--- src/rtl/core/assert_macros.svh ---
// ----------------------------------------------------------------------------
// assert_macros.svh
// concurrent assertion helpers shared by the rtl
// ----------------------------------------------------------------------------
`ifndef ASSERT_MACROS_SVH
`define ASSERT_MACROS_SVH

// property that must hold at every clock edge outside reset
`define ASSERT_ALWAYS(label, clk, rst_n, prop, msg) \
	label: assert property (@(posedge clk) disable iff (!rst_n) (prop)) else $error(msg);

// trigger at one edge implies the consequent at the next edge
`define ASSERT_NEXT(label, clk, rst_n, trig, cons, msg) \
	label: assert property (@(posedge clk) disable iff (!rst_n) (trig) |=> (cons)) \
		else $error(msg);

`endif

--- src/rtl/core/rcm4_pkg.sv ---
// ----------------------------------------------------------------------------
// rcm4_pkg
// types and constants of the four-entry repeat offset cache
// ----------------------------------------------------------------------------
package rcm4_pkg;

	localparam int OFFSET_W = 31;
	localparam int NUM_ENTRIES = 4;
	localparam int CFG_INDEX_W = 3;

	typedef logic [OFFSET_W-1:0] offset_t;
	typedef logic [1:0] slot_t;
	// recency order: slot p names the entry at recency position p
	typedef logic [NUM_ENTRIES-1:0][1:0] order_t;
	typedef logic [NUM_ENTRIES-1:0][OFFSET_W-1:0] entries_t;

	typedef enum logic [1:0] {
		OP_QUERY   = 2'd0,
		OP_USE     = 2'd1,
		OP_INSERT  = 2'd2,
		OP_RESTART = 2'd3
	} op_t;

	typedef enum logic [CFG_INDEX_W-1:0] {
		CFG_INIT_A    = 3'd0,
		CFG_INIT_B    = 3'd1,
		CFG_INIT_C    = 3'd2,
		CFG_INIT_D    = 3'd3,
		CFG_SHIFT_INS = 3'd4
	} cfg_index_t;

	localparam order_t ORDER_IDENTITY = 8'he4;
	localparam entries_t ENTRIES_RESET = {31'd16, 31'd12, 31'd8, 31'd4};

	typedef struct packed {
		entries_t init_offset;
		logic     shift_ins;
	} cfg_t;

	typedef struct packed {
		op_t     op;
		slot_t   pos;
		offset_t new_offset;
	} cmd_t;

endpackage

--- src/rtl/core/rcm4_cfg.sv ---
// ----------------------------------------------------------------------------
// rcm4_cfg
// configuration register file: initial offsets and insert mode
// ----------------------------------------------------------------------------
module rcm4_cfg import rcm4_pkg::*; (
	input  logic                   clk,
	input  logic                   arst_n,
	input  logic                   wr_en,
	input  logic [CFG_INDEX_W-1:0] wr_index,
	input  offset_t                wr_data,
	output cfg_t                   cfg
);

	cfg_t cfg_q;

	always_ff @(posedge clk or negedge arst_n) begin
		if (!arst_n) begin
			cfg_q.init_offset <= ENTRIES_RESET;
			cfg_q.shift_ins   <= 1'b0;
		end else if (wr_en) begin
			unique case (cfg_index_t'(wr_index))
				CFG_INIT_A:    cfg_q.init_offset[0] <= wr_data;
				CFG_INIT_B:    cfg_q.init_offset[1] <= wr_data;
				CFG_INIT_C:    cfg_q.init_offset[2] <= wr_data;
				CFG_INIT_D:    cfg_q.init_offset[3] <= wr_data;
				CFG_SHIFT_INS: cfg_q.shift_ins <= wr_data[0];
				default: ;  // writes beyond the register list are dropped
			endcase
		end
	end

	assign cfg = cfg_q;

endmodule

--- src/rtl/core/rcm4_core.sv ---
// ----------------------------------------------------------------------------
// rcm4_core
// offset entries and recency order with the registered update and combinational readout
// ----------------------------------------------------------------------------
`include "assert_macros.svh"

module rcm4_core import rcm4_pkg::*; (
	input  logic    clk,
	input  logic    arst_n,
	input  logic    step,
	input  cmd_t    cmd,
	input  cfg_t    cfg,
	output offset_t offset
);

	entries_t entries_q;
	order_t   order_q;
	entries_t entries_nxt;
	order_t   order_nxt;
	logic [NUM_ENTRIES-1:0] order_cover;

	always_comb begin
		entries_nxt = entries_q;
		order_nxt   = order_q;
		unique case (cmd.op)
			OP_QUERY: ;
			OP_USE: begin
				// promote position pos, shift the more recent ones back by one
				order_nxt[0] = order_q[cmd.pos];
				for (int p = 1; p < NUM_ENTRIES; p++) begin
					if (2'(p) <= cmd.pos)
						order_nxt[p] = order_q[2'(p - 1)];
				end
			end
			OP_INSERT: begin
				if (cfg.shift_ins) begin
					entries_nxt[order_q[3]] = entries_q[order_q[2]];
					entries_nxt[order_q[2]] = cmd.new_offset;
				end else begin
					entries_nxt[order_q[3]] = cmd.new_offset;
				end
			end
			OP_RESTART: begin
				entries_nxt = cfg.init_offset;
				order_nxt   = ORDER_IDENTITY;
			end
		endcase
		offset = entries_nxt[order_nxt[cmd.pos]];
	end

	always_ff @(posedge clk or negedge arst_n) begin
		if (!arst_n) begin
			entries_q <= ENTRIES_RESET;
			order_q   <= ORDER_IDENTITY;
		end else if (step) begin
			entries_q <= entries_nxt;
			order_q   <= order_nxt;
		end
	end

	// every entry must appear exactly once in the order
	always_comb begin
		order_cover = '0;
		for (int p = 0; p < NUM_ENTRIES; p++)
			order_cover[order_q[p]] = 1'b1;
	end

	`ASSERT_ALWAYS(a_order_perm, clk, arst_n, order_cover == {NUM_ENTRIES{1'b1}},
		"recency order is not a permutation")
	`ASSERT_NEXT(a_restart_order, clk, arst_n, step && cmd.op == OP_RESTART,
		order_q == ORDER_IDENTITY, "restart did not restore identity order")
	`ASSERT_NEXT(a_query_holds, clk, arst_n, step && cmd.op == OP_QUERY,
		$stable(order_q) && $stable(entries_q), "query changed cache state")

endmodule

--- src/rtl/core/repeat_offset_cache_mtf4.sv ---
// path: the input register takes the item, then the result register holds the result driven on m_axis
// throughput: one item per cycle while m_axis does not stall, set by the update of entries and recency order
// a stalled m_axis holds the result and backs up into s_axis through the input register
// reset: arst_n clears valids asynchronously and loads offsets 4, 8, 12, 16,
// order 0xe4 and normal insert mode; no clearing pass, ready right after reset
// ----------------------------------------------------------------------------
// repeat_offset_cache_mtf4
// four-entry lz repeat offset cache with move-to-front recency order
// ----------------------------------------------------------------------------
module repeat_offset_cache_mtf4 import rcm4_pkg::*; (
	input  logic                   clk,
	input  logic                   arst_n,
	input  logic                   s_axis_tvalid,
	output logic                   s_axis_tready,
	input  logic [39:0]            s_axis_tdata,  // operation, position, new_offset, pad
	output logic                   m_axis_tvalid,
	input  logic                   m_axis_tready,
	output logic [31:0]            m_axis_tdata,  // offset_at_position, pad
	input  logic                   cfg_valid,
	output logic                   cfg_ready,
	input  logic [CFG_INDEX_W-1:0] cfg_index,
	input  logic [OFFSET_W-1:0]    cfg_data
);

	cfg_t    cfg;
	cmd_t    cmd_s1;
	logic    valid_s1;
	offset_t offset;
	offset_t result_q;
	logic    result_valid_q;
	logic    advance;

	assign cfg_ready = 1'b1;

	rcm4_cfg u_cfg (
		.clk      (clk),
		.arst_n   (arst_n),
		.wr_en    (cfg_valid & cfg_ready),
		.wr_index (cfg_index),
		.wr_data  (cfg_data),
		.cfg      (cfg)
	);

	// item in the input register is processed once the result slot is free
	assign advance       = valid_s1 & (~result_valid_q | m_axis_tready);
	assign s_axis_tready = ~valid_s1 | advance;

	always_ff @(posedge clk or negedge arst_n) begin
		if (!arst_n) begin
			valid_s1 <= 1'b0;
		end else if (s_axis_tready) begin
			valid_s1 <= s_axis_tvalid;
		end
	end

	always_ff @(posedge clk or negedge arst_n) begin
		if (!arst_n) begin
			cmd_s1 <= '0;
		end else if (s_axis_tready && s_axis_tvalid) begin
			cmd_s1.op         <= op_t'(s_axis_tdata[1:0]);
			cmd_s1.pos        <= s_axis_tdata[3:2];
			cmd_s1.new_offset <= s_axis_tdata[34:4];
		end
	end

	rcm4_core u_core (
		.clk    (clk),
		.arst_n (arst_n),
		.step   (advance),
		.cmd    (cmd_s1),
		.cfg    (cfg),
		.offset (offset)
	);

	always_ff @(posedge clk or negedge arst_n) begin
		if (!arst_n) begin
			result_valid_q <= 1'b0;
		end else if (advance) begin
			result_valid_q <= 1'b1;
		end else if (m_axis_tready) begin
			result_valid_q <= 1'b0;
		end
	end

	always_ff @(posedge clk) begin
		if (advance)
			result_q <= offset;
	end

	assign m_axis_tvalid = result_valid_q;
	assign m_axis_tdata  = {1'b0, result_q};

endmodule
--- config.mk ---
export PLATFORM = sky130hd
export DESIGN_NAME = repeat_offset_cache_mtf4
export DESIGN_NICKNAME = d
export VERILOG_FILES = /design/src/rtl/core/rcm4_pkg.sv /design/src/rtl/core/rcm4_cfg.sv /design/src/rtl/core/rcm4_core.sv /design/src/rtl/core/repeat_offset_cache_mtf4.sv
export VERILOG_INCLUDE_DIRS = /design/src /design/src/rtl/core
export SDC_FILE = /design/constraint.sdc
export NUM_CORES = 1
export LEC_CHECK = 0
export BUFFER_PORTS_ARGS = -buffer_cell sky130_fd_sc_hd__buf_2
export CELL_PAD_IN_SITES_DETAIL_PLACEMENT = 0
export CELL_PAD_IN_SITES_GLOBAL_PLACEMENT = 1
export CORE_ASPECT_RATIO = 1.2
export CORE_UTILIZATION = 46
export CTS_CLUSTER_DIAMETER = 30
export CTS_CLUSTER_SIZE = 28
export DETAILED_ROUTE_END_ITERATION = 10
export PLACE_DENSITY_LB_ADDON = 0.1
export SKIP_LAST_GASP = 1
export SLEW_MARGIN = 20
export SYNTH_ARGS = -nofsm -noshare
export SYNTH_HDL_FRONTEND = slang
export SYNTH_SLANG_ARGS = --single-unit
--- constraint.sdc ---
create_clock -name clk -period 2.71 [get_ports clk]
set_clock_uncertainty 0.15 [all_clocks]
set_input_delay 0.1355 -clock clk [delete_from_list [all_inputs] [get_ports clk]]
set_output_delay 0.1355 -clock clk [all_outputs]
set_load 0.01 [all_outputs]
[Yosys cells after proc, flatten, opt, wreduce, memory -nomap -nowiden]
Index checks and enable logic that the tools add are counted.
Storage, ports and cells
  output and inout port bits: 35
  flip-flop bits (word level): 325
  bits of input ports: 79
Cells by class
  muxes and demuxes: 23
  bitwise gates (word level): 5
  order comparisons: 9
  equality and inequality tests: 7
  reductions and logical operators: 10
Operator list (count)
  bitwise mux 124 bit: 3
  one-hot mux 124 bit (2 select lines): 1
  binary-select mux 31 bit (select 2 bit): 2
  demux 31 bit (select 2 bit): 2
  2-to-1 mux 124 bit: 1
  2-to-1 mux 31 bit: 4
  one-hot mux 8 bit (2 select lines): 1
  less-than comparator 2 x 3 -> 1 bit (second input constant): 4
  2-to-1 mux 2 bit: 5
  AND reduction 2 bit: 5
  binary-select mux 2 bit (select 2 bit): 2
  equality test 3 x 2 -> 1 bit (second input constant): 2
  equality test 2 bit (second input constant): 2
  >= comparator 2 x 1 -> 1 bit (second input constant): 2
  <= comparator 2 bit (first input constant): 2
  equality test 3 x 1 -> 1 bit (second input constant): 1
  equality test 3 bit (second input constant): 1
  logical AND 1 bit: 3
  logical NOT 3 bit: 1
  equality test 2 x 1 -> 1 bit (second input constant): 1
  <= comparator 1 x 2 -> 1 bit (first input constant): 1
  2-to-1 mux 1 bit: 2
  NOT 1 bit: 2
  bitwise OR 1 bit: 2
  other kinds (2): 2

[Longest topological paths before layout]
  word-level depth: 10
  gate-level depth with buffers: 9
  gate-level depth less buffers: 6

[Modules after synthesis]
From an unflattened synthesis, not the netlist that was laid out.
Unflattened totals
  cell total of the unflattened synthesis: 2044
  area, all modules: 20950.1 um^2
Modules (own cells, without submodules)
  rcm4_core: cells an instance 1536, times used 1, sequential area each 3314.4 um^2, area each 13141.4 um^2
  rcm4_cfg: cells an instance 267, times used 1, sequential area each 3134.3 um^2, area each 4703.3 um^2
  repeat_offset_cache_mtf4: cells an instance 241, times used 1, sequential area each 1856.8 um^2, area each 3105.5 um^2

[Worst setup path before layout]
No wires, ideal clock.
  kind: reg-to-reg
  from: register result_valid_q, in the netlist m_axis_tvalid
  to: register u_core.entries_q[114] (netlist bit)
  path buffers: 3
  slack: -0.320 ns
  arrival time: 2.754 ns
  cell stages (with the launch flop): 7
  cells stage by stage: dfrtp_1 nand2b_1 and2_1 clkbuf_1 clkbuf_1 buf_1 mux2_2
On the way
  cells in the longest elaborated chain, start to end: 3
RTL lines
  start, declared: line repeat_offset_cache_mtf4.sv:30  | logic result_valid_q;
  start signal, assigned: line repeat_offset_cache_mtf4.sv:77  | result_valid_q <= 1'b0;
  start signal, assigned: line repeat_offset_cache_mtf4.sv:79  | result_valid_q <= 1'b1;
  start signal, assigned: line repeat_offset_cache_mtf4.sv:81  | result_valid_q <= 1'b0;
  NOT 1 bit: line repeat_offset_cache_mtf4.sv:45  | assign advance = valid_s1 & (~result_valid_q | m_axis_tready);
  bitwise OR 1 bit: line repeat_offset_cache_mtf4.sv:45
  bitwise AND 1 bit: line repeat_offset_cache_mtf4.sv:45
  via advance: line repeat_offset_cache_mtf4.sv:31  | logic advance;
  end signal, assigned: line rcm4_core.sv:56  | entries_q <= entries_nxt;
  end, declared: line rcm4_core.sv:16  | entries_t entries_q;
The timed path passes the listed nets, and every way through them passes these cells.
A chain may end at the register's enable or synchronous reset.

[Final worst setup path]
  from: register u_core.order_q[6] (netlist bit)
  to: register result_q[19] (data pin)
On the way
  cells in the longest elaborated chain, start to end: 10
RTL lines
  start, declared: line rcm4_core.sv:17  | order_t order_q;
  start signal, assigned: line rcm4_core.sv:57  | order_q <= order_nxt;
  less-than comparator 2 x 3 -> 1 bit (not written as such) or >= comparator 2 x 1 -> 1 bit (tied branches): line rcm4_core.sv:37, rcm4_core.sv:40
  logical AND 1 bit (not written as such): line rcm4_core.sv:37, rcm4_core.sv:40
  2-to-1 mux 31 bit (not written as such): line rcm4_core.sv:37, rcm4_core.sv:40
  demux 31 bit (select 2 bit)
  bitwise mux 124 bit: line rcm4_core.sv:37  | entries_nxt[order_q[3]] = entries_q[order_q[2]];
  bitwise mux 124 bit: line rcm4_core.sv:38  | entries_nxt[order_q[2]] = cmd.new_offset;
  2-to-1 mux 124 bit: line rcm4_core.sv:36  | if (cfg.shift_ins) begin
  one-hot mux 124 bit (2 select lines): line rcm4_core.sv:25  | unique case (cmd.op)
  binary-select mux 31 bit (select 2 bit) *: line rcm4_core.sv:48  | offset = entries_nxt[order_nxt[cmd.pos]];
  2-to-1 mux 31 bit (not written as such) *: line rcm4_core.sv:48
  via offset[19]: line repeat_offset_cache_mtf4.sv:28  | offset_t offset;
  end signal, assigned: line repeat_offset_cache_mtf4.sv:87  | result_q <= offset;
  end, declared: line repeat_offset_cache_mtf4.sv:29  | offset_t result_q;
The timed path passes the listed nets; every way through them passes the cells marked *. The select of a mux whose other input is x is not followed.

==> metrics.txt <==
# IOs 114; most common cell after layout, fill and taps aside mux2_2; antenna viol nets, final 0; Root Buffer clkbuf_16; final wirelength 71200 microns; Placement Setup Slack -11.5 ps; share of layout cells above drive strength 1 38.3%; syn_nets 1875; Hold WS 151 ps; GR Overflow Total 0; unrepaired setup endpoints after global routing yes; final instance area 0.0262 sq mm; diodes inserted 0; Reg2Reg Setup Slack 20 ps; post-synthesis register bit count 325; core area 0.0440 sq mm; Synth Area per Inst 11.5 sq um; number of sinks on the clock net 325; Max Slew Vio Count 0; commonest non-fill, non-tap cells in the layout 338 x mux2_2, 278 x dfrtp_1, 186 x mux2i_1, 105 x buf_2, 93 x a221o_1; crit share post-route 99.3%; die footprint 0.0456 sq mm; CTS buffer count 81; path category of the worst min-delay check in -> reg; HPWL after DPL 42800 microns; reg-to-reg endpoint result_q[19]; routability cong. 0.857; initial core utilization 46.8%; placed cell area 0.0226 sq mm; initial antenna violation count 0; largest family of logic cells by synthesized area multiplexers; slew margin rel. 55.3%; adder-cell area share of the yosys netlist 0%; Synth Area in Compound Gates 19.2%; Reg-to-Reg Start u_core.order_q[6]; Worst EP required 2930 ps; Filler cells 3624; Netlist Area Pre-Place 0.0206 sq mm; Placed Cells 2386; crit start category register; Cell variety after synth 51; Die Ht 234 microns; Non-Filler Instances 2615; sequential area share after synthesis 40.3%; pin count of the biggest net entering global routing 72; EDFF count, synth 31; Max H-tree Level 3; Leak 0.0109 uW; warnings from Yosys 0; Max Fclk 372 MHz; clock slew at reported path FFs 60 ps; Worst Hold End cmd_s1[27]; gr usage total 31.3%; MaxCap Viol Count 0; worst min-delay path startpoint s_axis_tdata[31]; Design Power 29600 uW; vias per cell 6.62; Synth Area in Simple Gates 8.10%; DR vias 17300; final setup violation count 0; routed len/inst 27.2 microns; vias in the first global route 17600; TritonCTS clock tree built; Hold Crit Depth 3; CP max FO 12; Clock Tree Buf Depth 3; nets@finish 2067; Post-synth ARST share 90.5%; detailed router's first-iteration violation count 1380; VDD IR-drop max 651 uV; Reg2Reg Depth 7; Top FF cell, synth dfrtp_1; DRC errors left 0; mux cell area share after synthesis 28.0%; Final Hold Fails 0; Setup crit end kind register; site row count 84; status finished clean; Area growth syn-to-layout 27.2%; Crit Path Class reg -> reg; clock latency on the worst-skew pair 600 ps; slack of the critical path 18.5 ps; port bufs 106; pwr/cell area 1130 mW/mm^2; Period minus WS final 2690 ps; Mapped Cells 1796; Critical Path AT 2910 ps; first-pass GRT wire length 108000 microns; Pre-antenna DRT Iters 6; Die W 195 microns; xor-xnor portion of the synthesized cell area 0%; worst slew pin tran 670 ps
per-stage QoR:
stage	util [%]	setup TNS, ps
6_report	59.5	0
2_1_floorplan	-	0
5_1_grt	59.5	-36.5
3_5_place_dp	51.3	-11.5
4_1_cts	59.4	0
3_3_place_gp	51.3	0
cell usage after synthesis, drive strengths merged (6+ instances only):
master / count / area (sq um)
mux2: 345 / 3880
dfrtp: 280 / 7010
mux2i: 186 / 1860
clkbuf: 123 / 465
a221o: 93 / 931
o21ai: 72 / 360
buf: 70 / 414
nor3: 65 / 335
a211oi: 63 / 473
a2111oi: 62 / 793
and3b: 60 / 526
o221ai: 60 / 526
nor2: 43 / 164
nand2b: 40 / 250
nor2b: 40 / 253
a22oi: 36 / 270
edfxtp: 31 / 931
a221oi: 30 / 263
o31ai: 30 / 225
dfstp: 14 / 368
nand2: 14 / 52.6
a21oi: 8 / 40.0
nand3: 6 / 30.0
worst max-delay path by stage:
| stage | start | end | depth (start not counted) |
|---|---|---|---|
| finish | u_core.order_q[6] | result_q[19] | 7 |
| global route | u_core.order_q[5] | result_q[2] | 8 |
| CTS | u_core.order_q[4] | result_q[4] | 7 |
| detailed placement | u_core.order_q[5] | result_q[1] | 8 |
| global placement | u_core.order_q[4] | result_q[4] | 7 |
| floorplan | m_axis_tvalid | u_core.entries_q[114] | 6 |
repair_timing:
item                                   CTS  global route
hold buffers                            76             0
setup buffers                            0             2
setup endpoints to repair                1             8
resized for setup                        2             8
cloned                                   0             0
endpoints found under the hold margin  449             0
metal layers:
layer,vias up,share of wire (%),track usage (%)
li1,7566,-,-
met1,8759,41,39.3
met2,787,49,53.4
met3,194,6.6,4.93
met4,0,3.8,13.6
met5,-,0,0
logic make-up after synthesis:
| family | Yosys count |
|---|---|
| AO/OA/AOI/OAI | 464 |
| other | 2 |
| buffers and inverters | 196 |
| flip-flops | 325 |
| multiplexers | 532 |
| AND/OR/NAND/NOR | 277 |
where the power goes:
group          switching (uW)  internal (uW)  total [uW]
clock                    3180           6680        9860
sequential               1750           6680        8430
combinational            5960           5390       11400
total                   10900          18800       29600
flip-flops by register name, indices dropped and copies added (netlist names):
signal / count
result_q: 31
u_core.order_q: 8
cmd_s1: 35
u_cfg.cfg: 125
m_axis_tvalid: 1
valid_s1: 1
u_core.entries_q: 124
worst max-delay path: stages (launching register included):
cell and delay, ps:
dfstp_2 670, nand2b_2 250, buf_4 270, a211oi_1 120
a2111oi_2 360, a221o_1 200, mux2i_1 100, mux2i_1 330
layout make-up:
type | count | area (sq um) | share of cell area (%)
inverters | 3 | 12.5 | 0.0477
clock inverters | 44 | 477 | 1.82
multi-input cells | 1275 | 11500 | 44.0
repair buffers | 302 | 2830 | 10.8
clock buffers | 107 | 2340 | 8.93
flip-flops and latches | 325 | 8310 | 31.7
well taps | 559 | 699 | 2.67
Note: power is estimated with default switching activity, not from simulation.
